==> config.mk <==
export PLATFORM = sky130hd
export DESIGN_NAME = line_follower_pid_drive_core
export DESIGN_NICKNAME = d
export VERILOG_FILES = /design/src/lfpd_pkg.sv /design/src/lfpd_pid.sv /design/src/lfpd_wheel.sv /design/src/line_follower_pid_drive_core.sv
export VERILOG_INCLUDE_DIRS = /design/src /design/src/src
export SDC_FILE = /design/constraint.sdc
export NUM_CORES = 2
export LEC_CHECK = 0
export ABC_CLOCK_PERIOD_IN_PS = 14800
export BUFFER_PORTS_ARGS = -buffer_cell sky130_fd_sc_hd__buf_2
export CORE_MARGIN = 3
export CORE_UTILIZATION = 55
export CTS_BUF_LIST = sky130_fd_sc_hd__clkbuf_8
export DETAILED_ROUTE_END_ITERATION = 6
export PLACE_DENSITY = 0.71
export SYNTH_ARGS = -nofsm -noshare
export SYNTH_HDL_FRONTEND = slang
export SYNTH_SLANG_ARGS = --single-unit
==> constraint.sdc <==
create_clock -name i_clk -period 14.8 [get_ports i_clk]
set_input_delay 1.48 -clock i_clk [delete_from_list [all_inputs] [get_ports i_clk]]
set_output_delay 1.48 -clock i_clk [all_outputs]
set_load 0.02 [all_outputs]
==> src/line_follower_pid_drive_core_defines.svh <==
// ============================================================================
// Assertion macros for the line follower drive core
// Shared helpers that keep the concurrent checks short and uniform.
// ============================================================================
`ifndef LINE_FOLLOWER_PID_DRIVE_CORE_DEFINES_SVH
`define LINE_FOLLOWER_PID_DRIVE_CORE_DEFINES_SVH

// Same-cycle implication, sampled on the block clock, quiet in reset
`define LFPD_ASSERT_NOW(label, ante, cons, msg) \
    label: assert property (@(posedge i_clk) disable iff (!i_rst_n) \
        (ante) |-> (cons)) else $error(msg);

// Next-cycle implication, sampled on the block clock, quiet in reset
`define LFPD_ASSERT_NEXT(label, ante, cons, msg) \
    label: assert property (@(posedge i_clk) disable iff (!i_rst_n) \
        (ante) |=> (cons)) else $error(msg);

`endif

==> src/lfpd_pkg.sv <==
// ============================================================================
// lfpd_pkg
// Shared codes, reset values and fixed-point constants of the drive core.
// ============================================================================
`timescale 1ns / 1ps

package lfpd_pkg;

    // Run modes; code 3 behaves as stopped
    localparam logic [1:0] MODE_MANUAL = 2'd0;
    localparam logic [1:0] MODE_FOLLOW = 2'd1;
    localparam logic [1:0] MODE_STOP   = 2'd2;

    // Configuration register indexes
    localparam logic [2:0] CFG_RUN_MODE   = 3'd0;
    localparam logic [2:0] CFG_GAIN_P     = 3'd1;
    localparam logic [2:0] CFG_GAIN_I     = 3'd2;
    localparam logic [2:0] CFG_GAIN_D     = 3'd3;
    localparam logic [2:0] CFG_BASE_SPEED = 3'd4;
    localparam logic [2:0] CFG_TARGET     = 3'd5;

    // Bridge direction codes
    localparam logic [1:0] DIR_OFF = 2'd0;
    localparam logic [1:0] DIR_FWD = 2'd1;
    localparam logic [1:0] DIR_REV = 2'd2;

    // Register reset values
    localparam logic [7:0] RST_GAIN_P     = 8'd90;
    localparam logic [7:0] RST_GAIN_I     = 8'd17;
    localparam logic [7:0] RST_GAIN_D     = 8'd37;
    localparam logic [6:0] RST_BASE_SPEED = 7'd13;

    // Parameter defaults
    localparam int DUTY_FULL_DEF     = 100;
    localparam int INTEGRAL_BITS_DEF = 24;

    // Correction scaling: change = num / DIV_BASE, P and D terms scaled by GAIN_SCALE
    localparam int DIV_BASE   = 100000;
    localparam int GAIN_SCALE = 10000;

    // Biased partial sum: width, bias in quotient units, bias value
    localparam int YW     = 29;
    localparam int Q_BIAS = 2048;
    localparam logic signed [31:0] Y_BIAS = 32'(Q_BIAS * DIV_BASE);

    // Reciprocal of DIV_BASE for the partial-sum quotient
    localparam int RECIP_SHIFT = 30;
    localparam int RECIP       = (1 << RECIP_SHIFT) / DIV_BASE;
    localparam int RECIPW      = 14;
    localparam int QYW         = 13;

    // Integral remainder width (holds 0 .. DIV_BASE-1)
    localparam int RW = 17;

    // Word handed from a wheel driver to the output register
    typedef struct packed {
        logic [1:0] dir;
        logic [6:0] duty;
    } t_wheel_drv;

    // Signed width of the integral quotient (integral / DIV_BASE)
    function automatic int lfpd_qw(input int bits);
        lfpd_qw = (bits - 15 > 3) ? bits - 15 : 3;
    endfunction

endpackage

==> src/lfpd_pid.sv <==
// ============================================================================
// lfpd_pid
// Line position error, derivative, saturating integral and P/D products.
// ============================================================================
`timescale 1ns / 1ps

module lfpd_pid
    import lfpd_pkg::*;
#(
    parameter int INTEGRAL_BITS = INTEGRAL_BITS_DEF
) (
    input  logic                                     i_clk,
    input  logic                                     i_rst_n,
    input  logic                                     i_update,
    input  logic [6:0]                               i_sensor_pins,
    input  logic signed [1:0]                        i_target,
    input  logic [7:0]                               i_gain_p,
    input  logic [7:0]                               i_gain_d,
    output logic signed [5:0]                        o_err,
    output logic signed [14:0]                       o_p_term,
    output logic signed [15:0]                       o_d_term,
    output logic signed [lfpd_qw(INTEGRAL_BITS)-1:0] o_int_q,
    output logic [RW-1:0]                            o_int_r
);

    localparam int QW = lfpd_qw(INTEGRAL_BITS);

    // Integral bounds split into quotient and remainder by DIV_BASE
    localparam longint IMAX = (longint'(1) << (INTEGRAL_BITS - 1)) - 1;
    localparam longint IMAG = IMAX + 1;
    localparam longint QMAX_L = IMAX / DIV_BASE;
    localparam longint RMAX_L = IMAX % DIV_BASE;
    localparam longint QMIN_L = -((IMAG + DIV_BASE - 1) / DIV_BASE);
    localparam longint RMIN_L = QMIN_L * (-DIV_BASE) - IMAG;
    localparam logic signed [QW-1:0] QMAX = QW'(QMAX_L);
    localparam logic signed [QW-1:0] QMIN = QW'(QMIN_L);
    localparam logic [RW-1:0] RMAX = RW'(RMAX_L);
    localparam logic [RW-1:0] RMIN = RW'(RMIN_L);
    localparam logic signed [18:0] DIV19 = 19'(DIV_BASE);

    logic signed [5:0]    r_prev_err;
    logic signed [QW-1:0] r_int_q;
    logic [RW-1:0]        r_int_r;

    logic [6:0]           seen;
    logic [2:0]           pos_sum;
    logic [2:0]           neg_sum;
    logic signed [6:0]    raw;
    logic signed [6:0]    tgt;
    logic signed [6:0]    err_w;
    logic signed [6:0]    diff;
    logic signed [18:0]   rsum;
    logic signed [QW-1:0] qc;
    logic [RW-1:0]        rc;
    logic                 over;
    logic                 under;

    // Weighted line position from the outer sensors, center unused
    always_comb begin
        seen    = ~i_sensor_pins;
        pos_sum = {2'b00, seen[4]} + {1'b0, seen[5], 1'b0}
                + {2'b00, seen[6]} + {1'b0, seen[6], 1'b0};
        neg_sum = {2'b00, seen[2]} + {1'b0, seen[1], 1'b0}
                + {2'b00, seen[0]} + {1'b0, seen[0], 1'b0};
        raw     = $signed({4'b0000, pos_sum}) - $signed({4'b0000, neg_sum});
        tgt     = {{5{i_target[1]}}, i_target};
        err_w   = (tgt <<< 3) + (tgt <<< 1) - raw;
        diff    = err_w - {r_prev_err[5], r_prev_err};
    end

    // Add the error to the integral, renormalize the remainder, then clamp
    always_comb begin
        rsum = $signed({2'b00, r_int_r}) + {{13{err_w[5]}}, err_w[5:0]};
        if (rsum < 0) begin
            qc = r_int_q - QW'(1);
            rc = RW'(rsum + DIV19);
        end else if (rsum >= DIV19) begin
            qc = r_int_q + QW'(1);
            rc = RW'(rsum - DIV19);
        end else begin
            qc = r_int_q;
            rc = rsum[RW-1:0];
        end
        over  = (qc > QMAX) || ((qc == QMAX) && (rc > RMAX));
        under = (qc < QMIN) || ((qc == QMIN) && (rc < RMIN));
        if (over) begin
            o_int_q = QMAX;
            o_int_r = RMAX;
        end else if (under) begin
            o_int_q = QMIN;
            o_int_r = RMIN;
        end else begin
            o_int_q = qc;
            o_int_r = rc;
        end
    end

    // Proportional and derivative products
    assign o_err    = err_w[5:0];
    assign o_p_term = $signed({1'b0, i_gain_p}) * $signed(err_w[5:0]);
    assign o_d_term = $signed({1'b0, i_gain_d}) * diff;

    // Advance the controller state on each follow-mode word
    always_ff @(posedge i_clk) begin
        if (!i_rst_n) begin
            r_prev_err <= '0;
            r_int_q    <= '0;
            r_int_r    <= '0;
        end else if (i_update) begin
            r_prev_err <= err_w[5:0];
            r_int_q    <= o_int_q;
            r_int_r    <= o_int_r;
        end
    end

endmodule

==> src/lfpd_wheel.sv <==
// ============================================================================
// lfpd_wheel
// Split a signed wheel speed into a held bridge direction and a PWM duty.
// ============================================================================
`timescale 1ns / 1ps

module lfpd_wheel
    import lfpd_pkg::*;
#(
    parameter int SPEED_W   = 18,
    parameter int DUTY_FULL = DUTY_FULL_DEF
) (
    input  logic signed [SPEED_W-1:0] i_speed,
    input  logic                      i_drive,
    input  logic [1:0]                i_held_dir,
    output t_wheel_drv                o_drv
);

    localparam logic [SPEED_W-1:0] FULL = SPEED_W'(DUTY_FULL);

    logic [SPEED_W-1:0] mag;
    logic [SPEED_W-1:0] sat;

    // Magnitude saturated to full duty
    always_comb begin
        mag = i_speed[SPEED_W-1] ? SPEED_W'(-i_speed) : i_speed;
        sat = (mag > FULL) ? FULL : mag;
    end

    // Sign picks the direction, zero keeps the held one; drive off holds it with zero duty
    always_comb begin
        o_drv.dir  = i_held_dir;
        o_drv.duty = '0;
        if (i_drive) begin
            o_drv.duty = sat[6:0];
            if (i_speed > 0) begin
                o_drv.dir = DIR_FWD;
            end else if (i_speed < 0) begin
                o_drv.dir = DIR_REV;
            end
        end
    end

endmodule

==> src/line_follower_pid_drive_core.sv <==
// Line follower PID differential drive. One word per control tick carries the
// seven active-low sensor pins and two manual wheel speeds; one result word of
// bridge directions, duties and the position error comes back for each. The
// block takes a word every clock cycle unless o_in_stall is high; a six-register
// pipeline (input, error/integral update, partial sum, reciprocal quotient,
// remainder fix-up, wheel drive) carries each word, and the integral update
// sets the rate of one word per cycle while nothing stalls. A stalled output
// lets the empty stages keep filling before input stalls. The user must write
// configuration only while no word is in flight; the block itself leaves it unchecked.
// ============================================================================
// line_follower_pid_drive_core
// Top level: configuration registers, handshake pipeline and PID correction.
// ============================================================================
`timescale 1ns / 1ps

module line_follower_pid_drive_core
    import lfpd_pkg::*;
#(
    parameter int DUTY_FULL     = DUTY_FULL_DEF,
    parameter int INTEGRAL_BITS = INTEGRAL_BITS_DEF
) (
    input  logic              i_clk,
    input  logic              i_rst_n,
    // configuration
    input  logic              i_cfg_we,
    input  logic [2:0]        i_cfg_index,
    input  logic [7:0]        i_cfg_data,
    // input channel
    input  logic              i_in_valid,
    output logic              o_in_stall,
    input  logic [6:0]        i_sensor_pins,
    input  logic signed [7:0] i_manual_left,
    input  logic signed [7:0] i_manual_right,
    // output channel
    output logic              o_out_valid,
    input  logic              i_out_stall,
    output logic [1:0]        o_left_direction,
    output logic [6:0]        o_left_duty,
    output logic [1:0]        o_right_direction,
    output logic [6:0]        o_right_duty,
    output logic signed [5:0] o_error_tenths
);

    `include "line_follower_pid_drive_core_defines.svh"

    localparam int QW   = lfpd_qw(INTEGRAL_BITS);
    localparam int GQW  = QW + 9;
    localparam int CW   = ((GQW > QYW + 1) ? GQW : QYW + 1) + 2;
    localparam int SW   = (CW + 1 > 18) ? CW + 1 : 18;

    // ------------------------------------------------------------------
    // Configuration registers
    // ------------------------------------------------------------------
    logic [1:0]        r_run_mode;
    logic [7:0]        r_gain_p;
    logic [7:0]        r_gain_i;
    logic [7:0]        r_gain_d;
    logic [6:0]        r_base_speed;
    logic signed [1:0] r_target;

    always_ff @(posedge i_clk) begin
        if (!i_rst_n) begin
            r_run_mode   <= MODE_MANUAL;
            r_gain_p     <= RST_GAIN_P;
            r_gain_i     <= RST_GAIN_I;
            r_gain_d     <= RST_GAIN_D;
            r_base_speed <= RST_BASE_SPEED;
            r_target     <= '0;
        end else if (i_cfg_we) begin
            unique case (i_cfg_index)
                CFG_RUN_MODE:   r_run_mode   <= i_cfg_data[1:0];
                CFG_GAIN_P:     r_gain_p     <= i_cfg_data;
                CFG_GAIN_I:     r_gain_i     <= i_cfg_data;
                CFG_GAIN_D:     r_gain_d     <= i_cfg_data;
                CFG_BASE_SPEED: r_base_speed <= i_cfg_data[6:0];
                CFG_TARGET:     r_target     <= i_cfg_data[1:0];
                default: begin
                end
            endcase
        end
    end

    logic mode_follow;
    logic mode_manual;

    assign mode_follow = (r_run_mode == MODE_FOLLOW);
    assign mode_manual = (r_run_mode == MODE_MANUAL);

    // ------------------------------------------------------------------
    // Pipeline flow control: a stage loads when it is empty or drains
    // ------------------------------------------------------------------
    logic r_s1_valid;
    logic r_s2_valid;
    logic r_s3_valid;
    logic r_s4_valid;
    logic r_s5_valid;
    logic r_out_valid;
    logic rdy_out;
    logic rdy5;
    logic rdy4;
    logic rdy3;
    logic rdy2;
    logic rdy1;

    assign rdy_out    = !r_out_valid || !i_out_stall;
    assign rdy5       = !r_s5_valid || rdy_out;
    assign rdy4       = !r_s4_valid || rdy5;
    assign rdy3       = !r_s3_valid || rdy4;
    assign rdy2       = !r_s2_valid || rdy3;
    assign rdy1       = !r_s1_valid || rdy2;
    assign o_in_stall = !rdy1;

    always_ff @(posedge i_clk) begin
        if (!i_rst_n) begin
            r_s1_valid  <= 1'b0;
            r_s2_valid  <= 1'b0;
            r_s3_valid  <= 1'b0;
            r_s4_valid  <= 1'b0;
            r_s5_valid  <= 1'b0;
            r_out_valid <= 1'b0;
        end else begin
            if (rdy1) begin
                r_s1_valid <= i_in_valid;
            end
            if (rdy2) begin
                r_s2_valid <= r_s1_valid;
            end
            if (rdy3) begin
                r_s3_valid <= r_s2_valid;
            end
            if (rdy4) begin
                r_s4_valid <= r_s3_valid;
            end
            if (rdy5) begin
                r_s5_valid <= r_s4_valid;
            end
            if (rdy_out) begin
                r_out_valid <= r_s5_valid;
            end
        end
    end

    // ------------------------------------------------------------------
    // Stage 1: input word
    // ------------------------------------------------------------------
    logic [6:0]        r_s1_pins;
    logic signed [7:0] r_s1_ml;
    logic signed [7:0] r_s1_mr;

    always_ff @(posedge i_clk) begin
        if (rdy1 && i_in_valid) begin
            r_s1_pins <= i_sensor_pins;
            r_s1_ml   <= i_manual_left;
            r_s1_mr   <= i_manual_right;
        end
    end

    // Error, integral and P/D products; state advances on follow words
    logic signed [5:0]    w_err;
    logic signed [14:0]   w_p_term;
    logic signed [15:0]   w_d_term;
    logic signed [QW-1:0] w_int_q;
    logic [RW-1:0]        w_int_r;
    logic                 pid_update;

    assign pid_update = r_s1_valid && rdy2 && mode_follow;

    lfpd_pid #(
        .INTEGRAL_BITS (INTEGRAL_BITS)
    ) u_pid (
        .i_clk         (i_clk),
        .i_rst_n       (i_rst_n),
        .i_update      (pid_update),
        .i_sensor_pins (r_s1_pins),
        .i_target      (r_target),
        .i_gain_p      (r_gain_p),
        .i_gain_d      (r_gain_d),
        .o_err         (w_err),
        .o_p_term      (w_p_term),
        .o_d_term      (w_d_term),
        .o_int_q       (w_int_q),
        .o_int_r       (w_int_r)
    );

    // ------------------------------------------------------------------
    // Stage 2: products and new integral
    // ------------------------------------------------------------------
    logic signed [5:0]    r_s2_err;
    logic signed [14:0]   r_s2_p;
    logic signed [15:0]   r_s2_d;
    logic signed [QW-1:0] r_s2_q;
    logic [RW-1:0]        r_s2_r;
    logic signed [7:0]    r_s2_ml;
    logic signed [7:0]    r_s2_mr;

    always_ff @(posedge i_clk) begin
        if (rdy2 && r_s1_valid) begin
            r_s2_err <= mode_follow ? w_err : 6'sd0;
            r_s2_p   <= w_p_term;
            r_s2_d   <= w_d_term;
            r_s2_q   <= w_int_q;
            r_s2_r   <= w_int_r;
            r_s2_ml  <= r_s1_ml;
            r_s2_mr  <= r_s1_mr;
        end
    end

    // Biased partial sum GAIN_SCALE*(P+D) + gi*rem, and gi*quot
    logic signed [16:0]    pd_sum;
    logic signed [31:0]    pd_ext;
    logic [24:0]           gi_rem;
    logic signed [31:0]    y_sum;
    logic signed [GQW-1:0] gi_quot;

    always_comb begin
        pd_sum  = {{2{r_s2_p[14]}}, r_s2_p} + {r_s2_d[15], r_s2_d};
        pd_ext  = {{15{pd_sum[16]}}, pd_sum};
        gi_rem  = r_gain_i * r_s2_r;
        y_sum   = pd_ext * 32'(GAIN_SCALE) + $signed({7'b0, gi_rem}) + Y_BIAS;
        gi_quot = $signed({1'b0, r_gain_i}) * r_s2_q;
    end

    // ------------------------------------------------------------------
    // Stage 3: partial sum
    // ------------------------------------------------------------------
    logic [YW-1:0]         r_s3_y;
    logic signed [GQW-1:0] r_s3_gq;
    logic signed [5:0]     r_s3_err;
    logic signed [7:0]     r_s3_ml;
    logic signed [7:0]     r_s3_mr;

    always_ff @(posedge i_clk) begin
        if (rdy3 && r_s2_valid) begin
            r_s3_y   <= y_sum[YW-1:0];
            r_s3_gq  <= gi_quot;
            r_s3_err <= r_s2_err;
            r_s3_ml  <= r_s2_ml;
            r_s3_mr  <= r_s2_mr;
        end
    end

    // Reciprocal estimate of the quotient, low by at most one
    logic [YW+RECIPW-1:0] y_prod;

    assign y_prod = (YW + RECIPW)'(r_s3_y) * (YW + RECIPW)'(RECIP);

    // ------------------------------------------------------------------
    // Stage 4: quotient estimate
    // ------------------------------------------------------------------
    logic [YW-1:0]         r_s4_y;
    logic [QYW-1:0]        r_s4_q0;
    logic signed [GQW-1:0] r_s4_gq;
    logic signed [5:0]     r_s4_err;
    logic signed [7:0]     r_s4_ml;
    logic signed [7:0]     r_s4_mr;

    always_ff @(posedge i_clk) begin
        if (rdy4 && r_s3_valid) begin
            r_s4_y   <= r_s3_y;
            r_s4_q0  <= y_prod[RECIP_SHIFT +: QYW];
            r_s4_gq  <= r_s3_gq;
            r_s4_err <= r_s3_err;
            r_s4_ml  <= r_s3_ml;
            r_s4_mr  <= r_s3_mr;
        end
    end

    // Fix the quotient, remove the bias, round the total toward zero
    logic [YW:0]          q_mul;
    logic [17:0]          rem0;
    logic [17:0]          rem;
    logic [QYW-1:0]       q_fix;
    logic signed [QYW:0]  q_y;
    logic signed [CW-1:0] floor_sum;
    logic signed [CW-1:0] change;

    always_comb begin
        q_mul = (YW + 1)'(r_s4_q0) * (YW + 1)'(DIV_BASE);
        rem0  = 18'((YW + 1)'(r_s4_y) - q_mul);
        if (rem0 >= 18'(DIV_BASE)) begin
            q_fix = r_s4_q0 + QYW'(1);
            rem   = rem0 - 18'(DIV_BASE);
        end else begin
            q_fix = r_s4_q0;
            rem   = rem0;
        end
        q_y       = $signed({1'b0, q_fix}) - (QYW + 1)'(Q_BIAS);
        floor_sum = CW'(r_s4_gq) + CW'(q_y);
        change    = floor_sum;
        if (floor_sum < 0 && rem != '0) begin
            change = floor_sum + CW'(1);
        end
    end

    // ------------------------------------------------------------------
    // Stage 5: steering correction
    // ------------------------------------------------------------------
    logic signed [CW-1:0] r_s5_change;
    logic signed [5:0]    r_s5_err;
    logic signed [7:0]    r_s5_ml;
    logic signed [7:0]    r_s5_mr;

    always_ff @(posedge i_clk) begin
        if (rdy5 && r_s4_valid) begin
            r_s5_change <= change;
            r_s5_err    <= r_s4_err;
            r_s5_ml     <= r_s4_ml;
            r_s5_mr     <= r_s4_mr;
        end
    end

    // Wheel speeds for the active mode
    logic signed [SW-1:0] base_ext;
    logic signed [SW-1:0] chg_ext;
    logic signed [SW-1:0] left_speed;
    logic signed [SW-1:0] right_speed;
    logic                 drive_on;

    always_comb begin
        base_ext = $signed({{(SW - 7){1'b0}}, r_base_speed});
        chg_ext  = SW'(r_s5_change);
        if (mode_follow) begin
            left_speed  = base_ext - chg_ext;
            right_speed = base_ext + chg_ext;
        end else begin
            left_speed  = {{(SW - 8){r_s5_ml[7]}}, r_s5_ml};
            right_speed = {{(SW - 8){r_s5_mr[7]}}, r_s5_mr};
        end
        drive_on = mode_follow || mode_manual;
    end

    t_wheel_drv left_drv;
    t_wheel_drv right_drv;

    lfpd_wheel #(
        .SPEED_W   (SW),
        .DUTY_FULL (DUTY_FULL)
    ) u_wheel_left (
        .i_speed    (left_speed),
        .i_drive    (drive_on),
        .i_held_dir (o_left_direction),
        .o_drv      (left_drv)
    );

    lfpd_wheel #(
        .SPEED_W   (SW),
        .DUTY_FULL (DUTY_FULL)
    ) u_wheel_right (
        .i_speed    (right_speed),
        .i_drive    (drive_on),
        .i_held_dir (o_right_direction),
        .o_drv      (right_drv)
    );

    // ------------------------------------------------------------------
    // Output register; the direction registers double as held direction
    // ------------------------------------------------------------------
    logic [1:0]        r_out_ldir;
    logic [1:0]        r_out_rdir;
    logic [6:0]        r_out_lduty;
    logic [6:0]        r_out_rduty;
    logic signed [5:0] r_out_err;

    always_ff @(posedge i_clk) begin
        if (!i_rst_n) begin
            r_out_ldir <= DIR_OFF;
            r_out_rdir <= DIR_OFF;
        end else if (rdy_out && r_s5_valid) begin
            r_out_ldir <= left_drv.dir;
            r_out_rdir <= right_drv.dir;
        end
    end

    always_ff @(posedge i_clk) begin
        if (rdy_out && r_s5_valid) begin
            r_out_lduty <= left_drv.duty;
            r_out_rduty <= right_drv.duty;
            r_out_err   <= r_s5_err;
        end
    end

    assign o_out_valid       = r_out_valid;
    assign o_left_direction  = r_out_ldir;
    assign o_left_duty       = r_out_lduty;
    assign o_right_direction = r_out_rdir;
    assign o_right_duty      = r_out_rduty;
    assign o_error_tenths    = r_out_err;

    // ------------------------------------------------------------------
    // Checks
    // ------------------------------------------------------------------
    `LFPD_ASSERT_NOW(a_int_rem_range, r_s1_valid, w_int_r < RW'(DIV_BASE), "integral remainder out of range")
    `LFPD_ASSERT_NOW(a_duty_has_dir, o_out_valid && (o_left_duty != '0), o_left_direction != DIR_OFF, "left duty without direction")
    `LFPD_ASSERT_NEXT(a_s5_holds, r_s5_valid && r_out_valid && i_out_stall, r_s5_valid, "stage five lost a word under stall")

endmodule

==> qor.yml <==
layout:
  drive_gt1_frac: 0.05955
  syn_to_final_growth_pct: 6.445
  final_util: 0.5940
  seq_area_um2: 10640
  fillers: 6527
  nNetsFinal: 5386
  multi_input_area_um2: 29190
  fin_area_um2: 45340
  final_cells: 5397
worst_setup_path:
  crit_arrival_ns: 10.24
  critPathSlowestCell: "nor2_1"
  critPathMaxStageDelay_ns: 0.78
  path_common_cell: "ha_1"
  cp_max_fo: 26
  cp-start-kind: "register"
  critPathKind: "register to register"
  cp.required_ns: 15.18
  cp-end-kind: "register"
logic_synthesis:
  synth-async-reset-ratio: 0
  yosysMostFrequentCell: "inv_1"
  synth_common_cells: "inv_1, ha_1, fa_1, nand2_1, edfxtp_1"
  yosysTopAreaCellShare: 0.2136
  synthesis.area_um2: 42590
  ys_ff_latch: 380
  ys_types: 110
  seq_area_frac_synth: 0.2498
  synth-edff-count: 303
  syn_avg_cell_area_um2: 9.982
  syn_nets: 5337
  yosys.area.top_type: "edfxtp_1"
  synthCells: 4267
  yosys-top-cells-area: "edfxtp_1, fa_1, ha_1, inv_1, xnor2_1"
  synth_ff_type: "edfxtp_1"
  ys_warn_count: 0
cts:
  clockBufferDepth: 3
  post-cts-setup-buffers: 0
  cts-root-buf: "clkbuf_8"
  tritoncts: "yes"
  hold_buffers: 0
  numCtsBuffers: 66
  clkLatencyLatePin_ns: 0.67
  cts.sinks: 380
  cts_resized: 0
  path_clk_slew_ns: 0.07
  htreeDepth: 3
detailed_routing:
  drc: 0
  top_layer_used: "met4"
  drt_pass1_iterations: 6
  num_vias: 30176
  ant_nets: 0
  routed_via_density: 5.591
  drt-initial-drc-count: 1800
  wirelength_mm: 89.39
  wirelength_met1_mm: 39.69
  wl_per_cell_um: 16.56
  wl_met2_mm: 43.33
  wl_met3_mm: 4.659
floorplanning:
  dieHeight_um: 284.3
  start_util: 0.5580
  rows: 101
  die_area_um2: 80820
  die_x_um: 284.3
  core_area_um2: 76330
  num_io_pins: 65
grt:
  grt_pass1_wl_mm: 151.2
  grt_max_degree: 77
  grt_use_total: 0.2262
  first_global_vias: 30596
  globalRouteOverflowTotal: 0
  antenna_found_initial: 1
sta:
  clock_skew_ns: 0.05473
  worst_pin_slew_ns: 1.105
  rsz0062_at_grt: "false"
  relSlewSlack: 0.2583
  setup_violations: 0
  fin_crit_sh: 0.6666
  min_period_ns: 9.865
  hold_viol: 0
  max_freq_mhz: 101.4
  fin_tns_setup_ns: 0
  slew_violations: 0
status:
  status: "finished, final reports clean"
placed_design:
  place_inst: 5278
  gp_congestion: 0.9203
  dpl-instance-area_um2: 43950
  io_buffers: 63
  place_hpwl_mm: 70.64
run:
  drv_cap: 0
hold_path:
  hold_path.class: "register to register"
## layout by cell type (no fill, tap or decap), types with 18 or more instances in the layout
| cell type | count |
|---|---|
| a211oi_1 | 24 |
| a21o_1 | 52 |
| a21oi_1 | 226 |
| a31oi_1 | 28 |
| and2_1 | 141 |
| and3_1 | 38 |
| buf_2 | 63 |
| buf_4 | 24 |
| clkbuf_8 | 73 |
| dfxtp_1 | 77 |
| edfxtp_1 | 303 |
| fa_1 | 413 |
| ha_1 | 618 |
| inv_1 | 640 |
| mux2i_1 | 19 |
| nand2_1 | 367 |
| nand2b_1 | 48 |
| nand3_1 | 70 |
| nand4_1 | 24 |
| nor2_1 | 172 |
| nor2b_1 | 63 |
| nor3_1 | 57 |
| nor4_1 | 20 |
| o211ai_1 | 22 |
| o21a_1 | 23 |
| o21ai_0 | 99 |
| o21ai_1 | 18 |
| o21bai_1 | 60 |
| o31ai_1 | 19 |
| or2_2 | 18 |
| or3_1 | 21 |
| xnor2_1 | 198 |
| xor2_1 | 78 |
## sequential cells by signal, indices dropped and copies added (netlist names), 9 cells and up
signal,flops
r_s4_y,18
r_s4_q0,13
r_s2_q,9
r_s5_change,20
r_s2_d,16
u_pid.r_int_r,17
r_s2_r,17
r_s3_gq,18
r_s3_y,29
u_pid.r_int_q,9
r_s4_gq,18
r_s2_p,15
## layout make-up
type	count	area share
multi-input combinational	3157	0.6437
clock inverter	45	0.008362
inverter	624	0.05166
timing repair buffer	87	0.01093
clock buffer	73	0.02216
antenna	1	0.00005519
sequential	380	0.2347
tap	1030	0.02842
## path summary, 6_finish.rpt
path | to | cells after the start | slack [ns] | from
max | r_s2_r[15]$_DFFE_PP_ | 31 | 4.93 | r_s1_pins[0]$_DFFE_PP_
min | r_s5_ml[5]$_DFFE_PP_ | 0 | 0.39 | r_s4_ml[5]$_DFFE_PP_
max reg2reg | r_s2_r[15]$_DFFE_PP_ | 31 | 4.93 | r_s1_pins[0]$_DFFE_PP_
min reg2reg | r_s5_ml[5]$_DFFE_PP_ | 0 | 0.39 | r_s4_ml[5]$_DFFE_PP_
## routing by layer
metal | vias up | GRT usage
met3 | 127 | 0.03641
met1 | 14756 | 0.3034
met2 | 676 | 0.3864
met4 | 0 | 0.05183
li1 | 14617 | -
met5 | - | 0
## cell families after synthesis
kind of cell             synth area share
AO/OA/AOI/OAI                      0.1145
XOR/XNOR                          0.05895
adder cells (fa/ha/maj)            0.3759
buffers and inverters             0.06598
flip-flops                         0.2498
multiplexers                     0.005346
AND/OR/NAND/NOR                    0.1295
## per-stage QoR
| step | setup slack (ns) | hold WS, ns |
|---|---|---|
| after floorplan | 5.897 | 0.4003 |
| after global placement | 5.079 | 0.4010 |
| after detailed placement | 4.938 | 0.4045 |
| after CTS | 4.914 | 0.3963 |
| after global routing | 4.277 | 0.4013 |
| final | 4.935 | 0.3885 |
## worst max-delay path, delay by kind of cell (launching register included)
kind,cells,cell delay (ns)
XOR/XNOR,1,0.17
flip-flops,1,0.32
AO/OA/AOI/OAI,11,3.16
AND/OR/NAND/NOR,8,2.33
buffers and inverters,5,1.12
adder cells (fa/ha/maj),6,2.45
Power is not shown: default switching activity piles up to over one toggle a cycle in this logic, so the estimate is an artifact.
